### config.mk
export PLATFORM = sky130hd
export DESIGN_NAME = lru_key_value_cache
export DESIGN_NICKNAME = d
export VERILOG_FILES = /design/src/hw/rtl/lkvc_pkg.sv /design/src/hw/rtl/lkvc_cell.sv /design/src/hw/rtl/lru_key_value_cache.sv
export SDC_FILE = /design/constraint.sdc
export NUM_CORES = 1
export LEC_CHECK = 0
export BUFFER_PORTS_ARGS = -buffer_cell sky130_fd_sc_hd__buf_2
export CAP_MARGIN = 20
export CORE_ASPECT_RATIO = 0.5
export CORE_UTILIZATION = 62
export DETAILED_ROUTE_END_ITERATION = 8
export GPL_TIMING_DRIVEN = 0
export HOLD_SLACK_MARGIN = 0.12
export PLACE_DENSITY = 0.79
export REMOVE_ABC_BUFFERS = 1
export SYNTH_ARGS = -nofsm -noshare
export SYNTH_HDL_FRONTEND = slang
export SYNTH_SLANG_ARGS = --single-unit
### constraint.sdc
create_clock -name clk -period 7.8 [get_ports clk]
set_input_delay 1.56 -clock clk [delete_from_list [all_inputs] [get_ports clk]]
set_output_delay 1.56 -clock clk [all_outputs]
set_load 0.03 [all_outputs]
### src/hw/rtl/lkvc_pkg.sv
// Shared widths, constants and transaction types of the LRU key-value cache.
package lkvc_pkg;

	localparam int KEY_BITS     = 16;
	localparam int VALUE_BITS   = 32;
	localparam int CAP_BITS     = 5;
	localparam int ENTRIES_DEF  = 16;

	localparam logic [CAP_BITS-1:0] CAP_RESET = CAP_BITS'(16);

	typedef enum logic {
		KIND_GET = 1'b0,
		KIND_PUT = 1'b1
	} kind_t;

	typedef struct packed {
		kind_t                 kind;
		logic [KEY_BITS-1:0]   key;
		logic [VALUE_BITS-1:0] value;
	} in_item_t;

	typedef struct packed {
		logic                  hit;
		logic [VALUE_BITS-1:0] read_value;
	} out_item_t;

	typedef struct packed {
		logic                step;
		logic                put_miss;
		logic [KEY_BITS-1:0] key;
	} cell_ctl_t;

endpackage

### src/hw/rtl/lkvc_cell.sv
// One entry of the recency-ordered store: compare, hit chain and shift from its neighbor.
module lkvc_cell (
	input  logic                           clk,
	input  lkvc_pkg::cell_ctl_t            ctl,
	input  logic                           in_range,
	input  logic                           in_ins,
	input  logic [lkvc_pkg::KEY_BITS-1:0]  prev_key,
	input  logic [lkvc_pkg::VALUE_BITS-1:0] prev_value,
	input  logic                           match_hi_in,
	input  logic [lkvc_pkg::VALUE_BITS-1:0] rd_in,
	output logic [lkvc_pkg::KEY_BITS-1:0]  key,
	output logic [lkvc_pkg::VALUE_BITS-1:0] value,
	output logic                           match_hi_out,
	output logic [lkvc_pkg::VALUE_BITS-1:0] rd_out
);
	import lkvc_pkg::*;

	logic [KEY_BITS-1:0]   key_q;
	logic [VALUE_BITS-1:0] value_q;
	logic                  match;
	logic                  shift;

	assign match        = in_range && (key_q == ctl.key);
	assign match_hi_out = match_hi_in | match;
	assign rd_out       = rd_in | (match ? value_q : '0);
	assign shift        = match_hi_out | (ctl.put_miss & in_ins);

	always_ff @(posedge clk) begin
		if (ctl.step && shift) begin
			key_q   <= prev_key;
			value_q <= prev_value;
		end
	end

	assign key   = key_q;
	assign value = value_q;

endmodule

### src/hw/rtl/lru_key_value_cache.sv
// Top level of the fully associative LRU key-value cache built as a chain of entry cells.
// The cache takes one get or put transaction per clock cycle while the output is not
// stalled and returns its result in the output register on the next cycle; the key
// compare, hit and read-data chains run through all ENTRIES cells. Entries are kept in
// recency order, most recent in cell 0, and every hit and every put shifts the cells in
// front of the hit or insert position by one, while a get that misses leaves them as they
// are. Writing capacity empties the store at once, with no clearing pass; capacity zero
// acts as one and values above ENTRIES act as ENTRIES.
module lru_key_value_cache #(
	parameter int ENTRIES = lkvc_pkg::ENTRIES_DEF
) (
	input  logic                          clk,
	input  logic                          arst_n,
	input  logic                          in_valid,
	output logic                          in_ready,
	input  lkvc_pkg::in_item_t            in_data,
	output logic                          out_valid,
	input  logic                          out_ready,
	output lkvc_pkg::out_item_t           out_data,
	input  logic                          cfg_valid,
	output logic                          cfg_ready,
	input  logic [lkvc_pkg::CAP_BITS-1:0] cfg_data
);
	import lkvc_pkg::*;

	localparam int OCC_W = $clog2(ENTRIES + 1);
	localparam int CW    = (OCC_W > CAP_BITS) ? OCC_W : CAP_BITS;

	logic [CAP_BITS-1:0]   capacity_q;
	logic [OCC_W-1:0]      occ_q;
	logic                  out_valid_q;
	out_item_t             out_q;

	logic [CW-1:0]         cap_ext;
	logic [CW-1:0]         eff_cap;
	logic [CW-1:0]         occ_ext;
	logic [CW-1:0]         ins_pos;
	logic                  step;
	logic                  hit;
	logic [VALUE_BITS-1:0] rd;
	logic [VALUE_BITS-1:0] front_value;
	cell_ctl_t             ctl;

	logic [KEY_BITS-1:0]   cell_key   [ENTRIES];
	logic [VALUE_BITS-1:0] cell_value [ENTRIES];
	logic                  match_hi   [ENTRIES+1];
	logic [VALUE_BITS-1:0] rd_chain   [ENTRIES+1];

	assign cfg_ready = 1'b1;
	assign in_ready  = !out_valid_q || out_ready;
	assign step      = in_valid && in_ready;

	assign cap_ext = CW'(capacity_q);
	assign occ_ext = CW'(occ_q);

	always_comb begin
		if (cap_ext == '0) begin
			eff_cap = CW'(1);
		end else if (cap_ext > CW'(ENTRIES)) begin
			eff_cap = CW'(ENTRIES);
		end else begin
			eff_cap = cap_ext;
		end
		if (occ_ext >= eff_cap) begin
			ins_pos = eff_cap - CW'(1);
		end else begin
			ins_pos = occ_ext;
		end
	end

	assign hit         = match_hi[0];
	assign rd          = rd_chain[0];
	assign front_value = (in_data.kind == KIND_PUT) ? in_data.value : rd;

	assign ctl.step     = step;
	assign ctl.put_miss = (in_data.kind == KIND_PUT) && !hit;
	assign ctl.key      = in_data.key;

	assign match_hi[ENTRIES] = 1'b0;
	assign rd_chain[ENTRIES] = '0;

	for (genvar i = 0; i < ENTRIES; i++) begin : g_cell
		logic [KEY_BITS-1:0]   prev_key;
		logic [VALUE_BITS-1:0] prev_value;

		if (i == 0) begin : g_front
			assign prev_key   = in_data.key;
			assign prev_value = front_value;
		end else begin : g_rest
			assign prev_key   = cell_key[i-1];
			assign prev_value = cell_value[i-1];
		end

		lkvc_cell u_cell (
			.clk          (clk),
			.ctl          (ctl),
			.in_range     (CW'(i) < occ_ext),
			.in_ins       (CW'(i) <= ins_pos),
			.prev_key     (prev_key),
			.prev_value   (prev_value),
			.match_hi_in  (match_hi[i+1]),
			.rd_in        (rd_chain[i+1]),
			.key          (cell_key[i]),
			.value        (cell_value[i]),
			.match_hi_out (match_hi[i]),
			.rd_out       (rd_chain[i])
		);
	end

	always_ff @(posedge clk or negedge arst_n) begin
		if (!arst_n) begin
			capacity_q <= CAP_RESET;
			occ_q      <= '0;
		end else if (cfg_valid && cfg_ready) begin
			capacity_q <= cfg_data;
			occ_q      <= '0;
		end else if (step && ctl.put_miss) begin
			occ_q <= OCC_W'(ins_pos + CW'(1));
		end
	end

	always_ff @(posedge clk or negedge arst_n) begin
		if (!arst_n) begin
			out_valid_q <= 1'b0;
		end else if (step) begin
			out_valid_q <= 1'b1;
		end else if (out_ready) begin
			out_valid_q <= 1'b0;
		end
	end

	always_ff @(posedge clk) begin
		if (step) begin
			out_q.hit        <= hit;
			out_q.read_value <= (in_data.kind == KIND_GET) ? rd : '0;
		end
	end

	assign out_valid = out_valid_q;
	assign out_data  = out_q;

endmodule

* Word level (Yosys, flattened, before mapping)
Cells that the tools add are included.
Word-level totals: output and inout bits 36, register bits after elaboration 812, input port bits 59, word-level logic and storage cells 216
Cells by class: add/subtract/negate cells 2, mux-type cells 24, equality and inequality tests 16, reductions and logical operators 41, magnitude comparators 34, bitwise operators 62
Operators by type and width (number):
- two-way mux 32 bit | 17
- OR 32 bit | 15
- == test 16 bit | 16
- less-or-equal comparator 4 x 5 -> 1 bit (first input constant) | 8
- less-than comparator 4 x 5 -> 1 bit (first input constant) | 8
- logical AND 1 bit | 35
- OR 1 bit | 31
- two-way mux 5 bit | 5
- less-or-equal comparator 3 x 5 -> 1 bit (first input constant) | 4
- less-than comparator 3 x 5 -> 1 bit (first input constant) | 4
- AND 1 bit | 16
- less-or-equal comparator 1 x 5 -> 1 bit (first input constant) | 2
- less-or-equal comparator 2 x 5 -> 1 bit (first input constant) | 2
- less-than comparator 1 x 5 -> 1 bit (first input constant) | 2
- less-than comparator 2 x 5 -> 1 bit (first input constant) | 2
- adder 5 x 1 -> 5 bit (second input constant) | 1
- >= comparator 5 bit | 1
- > comparator 5 bit (second input constant) | 1
- logical NOT 5 bit | 1
- subtractor 5 x 1 -> 5 bit (second input constant) | 1
- nonzero test 2 bit | 2
- logical NOT 1 bit | 2
- two-way mux 1 bit | 2
- logical OR 1 bit | 1

* Longest topological paths before layout
depth after elaboration 22, mapped depth 15, gate-level depth less buffers 14

* By module
Synthesis repeated with hierarchy kept, for this count alone.
Second synthesis, totals: cells, all modules 2097, area total of the unflattened synthesis 35188.7 µm²
Modules (own cells, without submodules):
- lkvc_cell | cells each 114, instances 16, sequential area each 1441.4 µm², area an instance 2026.9 µm²
- lru_key_value_cache | cells each 273, instances 1, sequential area each 1267.5 µm², area an instance 2757.6 µm²

* Worst setup path after synthesis
OpenSTA, ideal clock, no wires.
kind input-to-reg, start point input port in_data[40] in the netlist's numbering, end point register g_cell[0].u_cell.key_q[0], enable pin, buffers on the path 1, setup slack 1.505 ns, cell stages on the path 9, arrival time 5.814 ns, library setup time 0.481 ns, required time 7.319 ns, cell sequence buf_4 xor2_1 or4_1 nor3_1 nor3b_4 nor3_4 nand4b_4 nor2_1 a41oi_1
Between the ends: cells in the longest elaborated chain, start to end 22, elaborated cells between the ends (all ways) 52, those cells by class eq/ne: 16; bitwise: 17; reduce/logical: 19
Ends and longest elaborated chain:
- start: declaration | line lru_key_value_cache.sv:16 | input lkvc_pkg::in_item_t in_data,
- == test 16 bit | line lkvc_cell.sv:23 | assign match = in_range && (key_q == ctl.key);
- logical AND 1 bit | line lkvc_cell.sv:23
- OR 1 bit (14 in a row) | line lkvc_cell.sv:24 | assign match_hi_out = match_hi_in | match;
- OR 1 bit (*) | line lkvc_cell.sv:24
- logical NOT 1 bit | line lru_key_value_cache.sv:76 | assign ctl.put_miss = (in_data.kind == KIND_PUT) && !hit;
- logical AND 1 bit | line lru_key_value_cache.sv:76
- AND 1 bit | line lkvc_cell.sv:26 | assign shift = match_hi_out | (ctl.put_miss & in_ins);
- OR 1 bit (*) | line lkvc_cell.sv:26
- logical AND 1 bit (*) | line lkvc_cell.sv:29 | if (ctl.step && shift) begin
- end signal: assignment | line lkvc_cell.sv:30 | key_q <= prev_key;
- end: declaration | line lkvc_cell.sv:18 | logic [KEY_BITS-1:0] key_q;
Mark *: on every way between the ends. The rest lies on a longest branch, timed or not. A chain may end at the register's enable or synchronous reset.

* Worst setup path in the final report
start point input port in_data[45] in the netlist's numbering, end point register g_cell[13].u_cell.value_q[5], enable pin
Between the ends: cells in the longest elaborated chain, start to end 22, elaborated cells between the ends (all ways) 52, those cells by class eq/ne: 16; bitwise: 17; reduce/logical: 19
Ends and longest elaborated chain:
- == test 16 bit | line lkvc_cell.sv:23
- logical AND 1 bit | line lkvc_cell.sv:23
- OR 1 bit (15 in a row) | line lkvc_cell.sv:24
- logical NOT 1 bit | line lru_key_value_cache.sv:76
- logical AND 1 bit | line lru_key_value_cache.sv:76
- AND 1 bit | line lkvc_cell.sv:26
- OR 1 bit (*) | line lkvc_cell.sv:26
- logical AND 1 bit (*) | line lkvc_cell.sv:29
- end signal: assignment | line lkvc_cell.sv:31 | value_q <= prev_value;
- end: declaration | line lkvc_cell.sv:19 | logic [VALUE_BITS-1:0] value_q;
Marks and branches as above.

==> impl_metrics.ini <==
[placed_design]
hpwl_um = 55800
port_buffers = 93
gp_congestion = 0.872

[yosys]
synthTopCellsByArea = edfxtp_1 (74%), a22oi_1 (4.6%), xor2_1 (4.2%)
ys_seq_elements = 812
synth_area_per_cell_um2 = 16.6
synth_top_cell_area_share_pct = 74.1
syn_area_um2 = 32500
synth_edf_count = 801
async_flop_share_pct = 1.35
ys.flop_type = edfxtp_1
synth_cell_types = 65
synth_warnings = 0
seq_area_frac_synth_pct = 74.9
syn_inst = 1951
synth_area_leader_cell = edfxtp_1

[timing]
min_period_over_period_pct = 68.3
setup_viol = 0
hold_ws_ns = 0.447
period_minus_slack_ns = 5.33
tightest_slew_ns = 1.12
hold_viol = 0
fin_skew_ns = 0.0296
fmax_mhz = 188
slew_headroom_pct = 25.0
rsz0062_at_grt = no
slew_violations = 0

[grt]
first_global_vias = 19600
antenna_found_initial = 0
grt_use_total_pct = 32.3
grt_pass1_wl_um = 125000
overflow = 0
grt_max_degree = 42

[cts]
clk_latency_ns = 0.61
ctsHoldBuffers = 0
cts_tree = done
clkTransAtPathRegs_ns = 0.07
cts_root_buf = clkbuf_16
htreeDepth = 3
cts_setup_buffers = 0
cts_made_buffers = 69
ctsLongestPathBuffers = 3
clock_sinks = 812
cts_resized = 0

[worst_setup_path]
cp_top_family = simple AND/OR/NAND/NOR gates
crit_start = in_data[45]
start_kind = input pin
worstReg2RegStart = cap_ext[1]
slowest_stage = a21oi_4
max_stage_delay_ns = 0.70
crit_required_ns = 8.11
cp-end-kind = flop
cp_cell_sequence = buf_2, xor2_1, nor4_1, nand3_1, a211oi_4, buf_8, or4b_4, nor3_4, o211ai_1, a21oi_4, buf_12, buf_16
crit_type = input pin to flop
crit_fanout = 19
cp_num_buf_inv = 4
cp_data_arrival_time_ns = 5.64

[floorplanning]
row_count = 58
initial_utilization_pct = 63.8
die_h_um = 164
io_pins = 95
dieArea_um2 = 53400
core_region_area_um2 = 50900
die_w_um = 326

[detailed_routing]
vias_per_cell = 6.87
post_drt_wl_per_cell_um = 30.1
drtPass1Iterations = 8
num_vias = 19400
drc = 0
postRouteAntennaNets = 0
dr.first_iter.drc_count = 2965
routed_wirelength_um = 85100

[power_and_ir_drop]
total_power_uw = 9220
ir_worst_vdd_mv = 0.174
power_density_nw_per_um2 = 249
leakagePower_uw = 0.0121

[layout]
final_cell_mix = edfxtp_1 (801), a22oi_1 (200), xor2_1 (157), xnor2_1 (103), buf_2 (92)
area_delta_synth_final_pct = 13.8
mostFrequentLayoutCell = edfxtp_1
n_antenna_cell = 0
fill_cells = 2848
drive_gt1_share_pct = 14.9
fin_nets = 2155

[outcome]
outcome = completed

[worst_hold_path]
hold_path.class = flop to flop
min_from = g_cell[7].u_cell.value[22]

[flow_run]
drv_cap = 0
-- through the flow --
| stage | setup TNS (ns) | setup slack, ns | cells | cell area, um^2 | util (%) |
|---|---|---|---|---|---|
| finish | 0 | 2.47 | 2830 | 36900 | 72.5 |
| global route | 0 | 2.32 | 2830 | 36900 | 72.5 |
| CTS | 0 | 2.54 | 2829 | 36900 | 72.5 |
| detailed placement | 0 | 1.98 | 2705 | 34800 | 68.3 |
| global placement | -3256.97 | -6.28 | 2631 | 33100 | 65.0 |
| floorplan | 0 | 0.467 | 1848 | 31800 | - |
-- cell usage after synthesis (36+ instances only) --
cell / instances
nor3_1: 41
nor4_1: 39
nand2_1: 51
xor2_1: 157
nor2_1: 67
inv_1: 40
a22oi_1: 200
xnor2_1: 103
edfxtp_1: 801
a21oi_1: 36
nand4_1: 82
-- layout make-up --
class | instances | area, um^2 | area share, %
flip-flops and latches | 812 | 24300 | 65.9
multi-input cells | 995 | 7540 | 20.4
repair buffers | 168 | 1930 | 5.24
clock buffers | 84 | 1830 | 4.94
well taps | 690 | 863 | 2.34
clock inverters | 40 | 300 | 0.813
inverters | 41 | 154 | 0.417
-- cells by family after synthesis --
kind of cell             after synthesis  synth area share (%)
buffers and inverters                144                  2.65
AO/OA/AOI/OAI                        339                  7.79
AND/OR/NAND/NOR                      360                  6.46
XOR/XNOR                             260                  7.01
flip-flops                           812                  74.9
adder cells (fa/ha/maj)                9                 0.347
multiplexers                          26                 0.821
other                                  1                0.0115
-- worst reg2reg max path, delay by kind of cell, from the launching register on --
kind	cells	cell delay (ns)
multiplexers	1	0.70
flip-flops	1	0.41
AND/OR/NAND/NOR	4	0.87
adder cells (fa/ha/maj)	1	0.30
buffers and inverters	3	0.72
AO/OA/AOI/OAI	5	1.58
-- state kept, by name, indices dropped and copies added, names as in the netlist --
register / flops
g_cell.u_cell.value: 512
g_cell.u_cell.key: 256
cap_ext: 5
occ_ext: 5
out_data: 33
out_valid: 1
-- power by group --
group          switching [uW]  total, uW  internal [uW]  leakage (uW)
registers                 127       5180           5050       0.00745
clock network            1570       3350           1780       0.00105
logic                     464        683            220       0.00360
-- worst paths after layout --
check | slack, ns | cells after the start | endpoint
setup / recovery | 2.47 | 12 | g_cell[13].u_cell.value[5]
max in group asynchronous | 6.71 | 1 | cap_ext[4]
hold reg to reg | 0.45 | 0 | g_cell[8].u_cell.value[22]
hold / removal | 0.45 | 0 | g_cell[8].u_cell.value[22]
setup reg to reg | 2.92 | 14 | g_cell[13].u_cell.value[5]
min in group asynchronous | 0.82 | 1 | occ_ext[0]
-- per-layer routing --
| metal | vias to the layer above | part of all wire, % | track usage, % | routed length, um |
|---|---|---|---|---|
| li1 | 7966 | - | - | - |
| met1 | 9483 | 35 | 42.4 | 29600 |
| met2 | 1692 | 47 | 51.9 | 39800 |
| met3 | 301 | 14 | 8.82 | 12100 |
| met4 | 0 | 4.3 | 13.1 | 3660 |
| met5 | - | 0 | 0 | 0 |
Note: power is estimated with default switching activity, not from simulation.
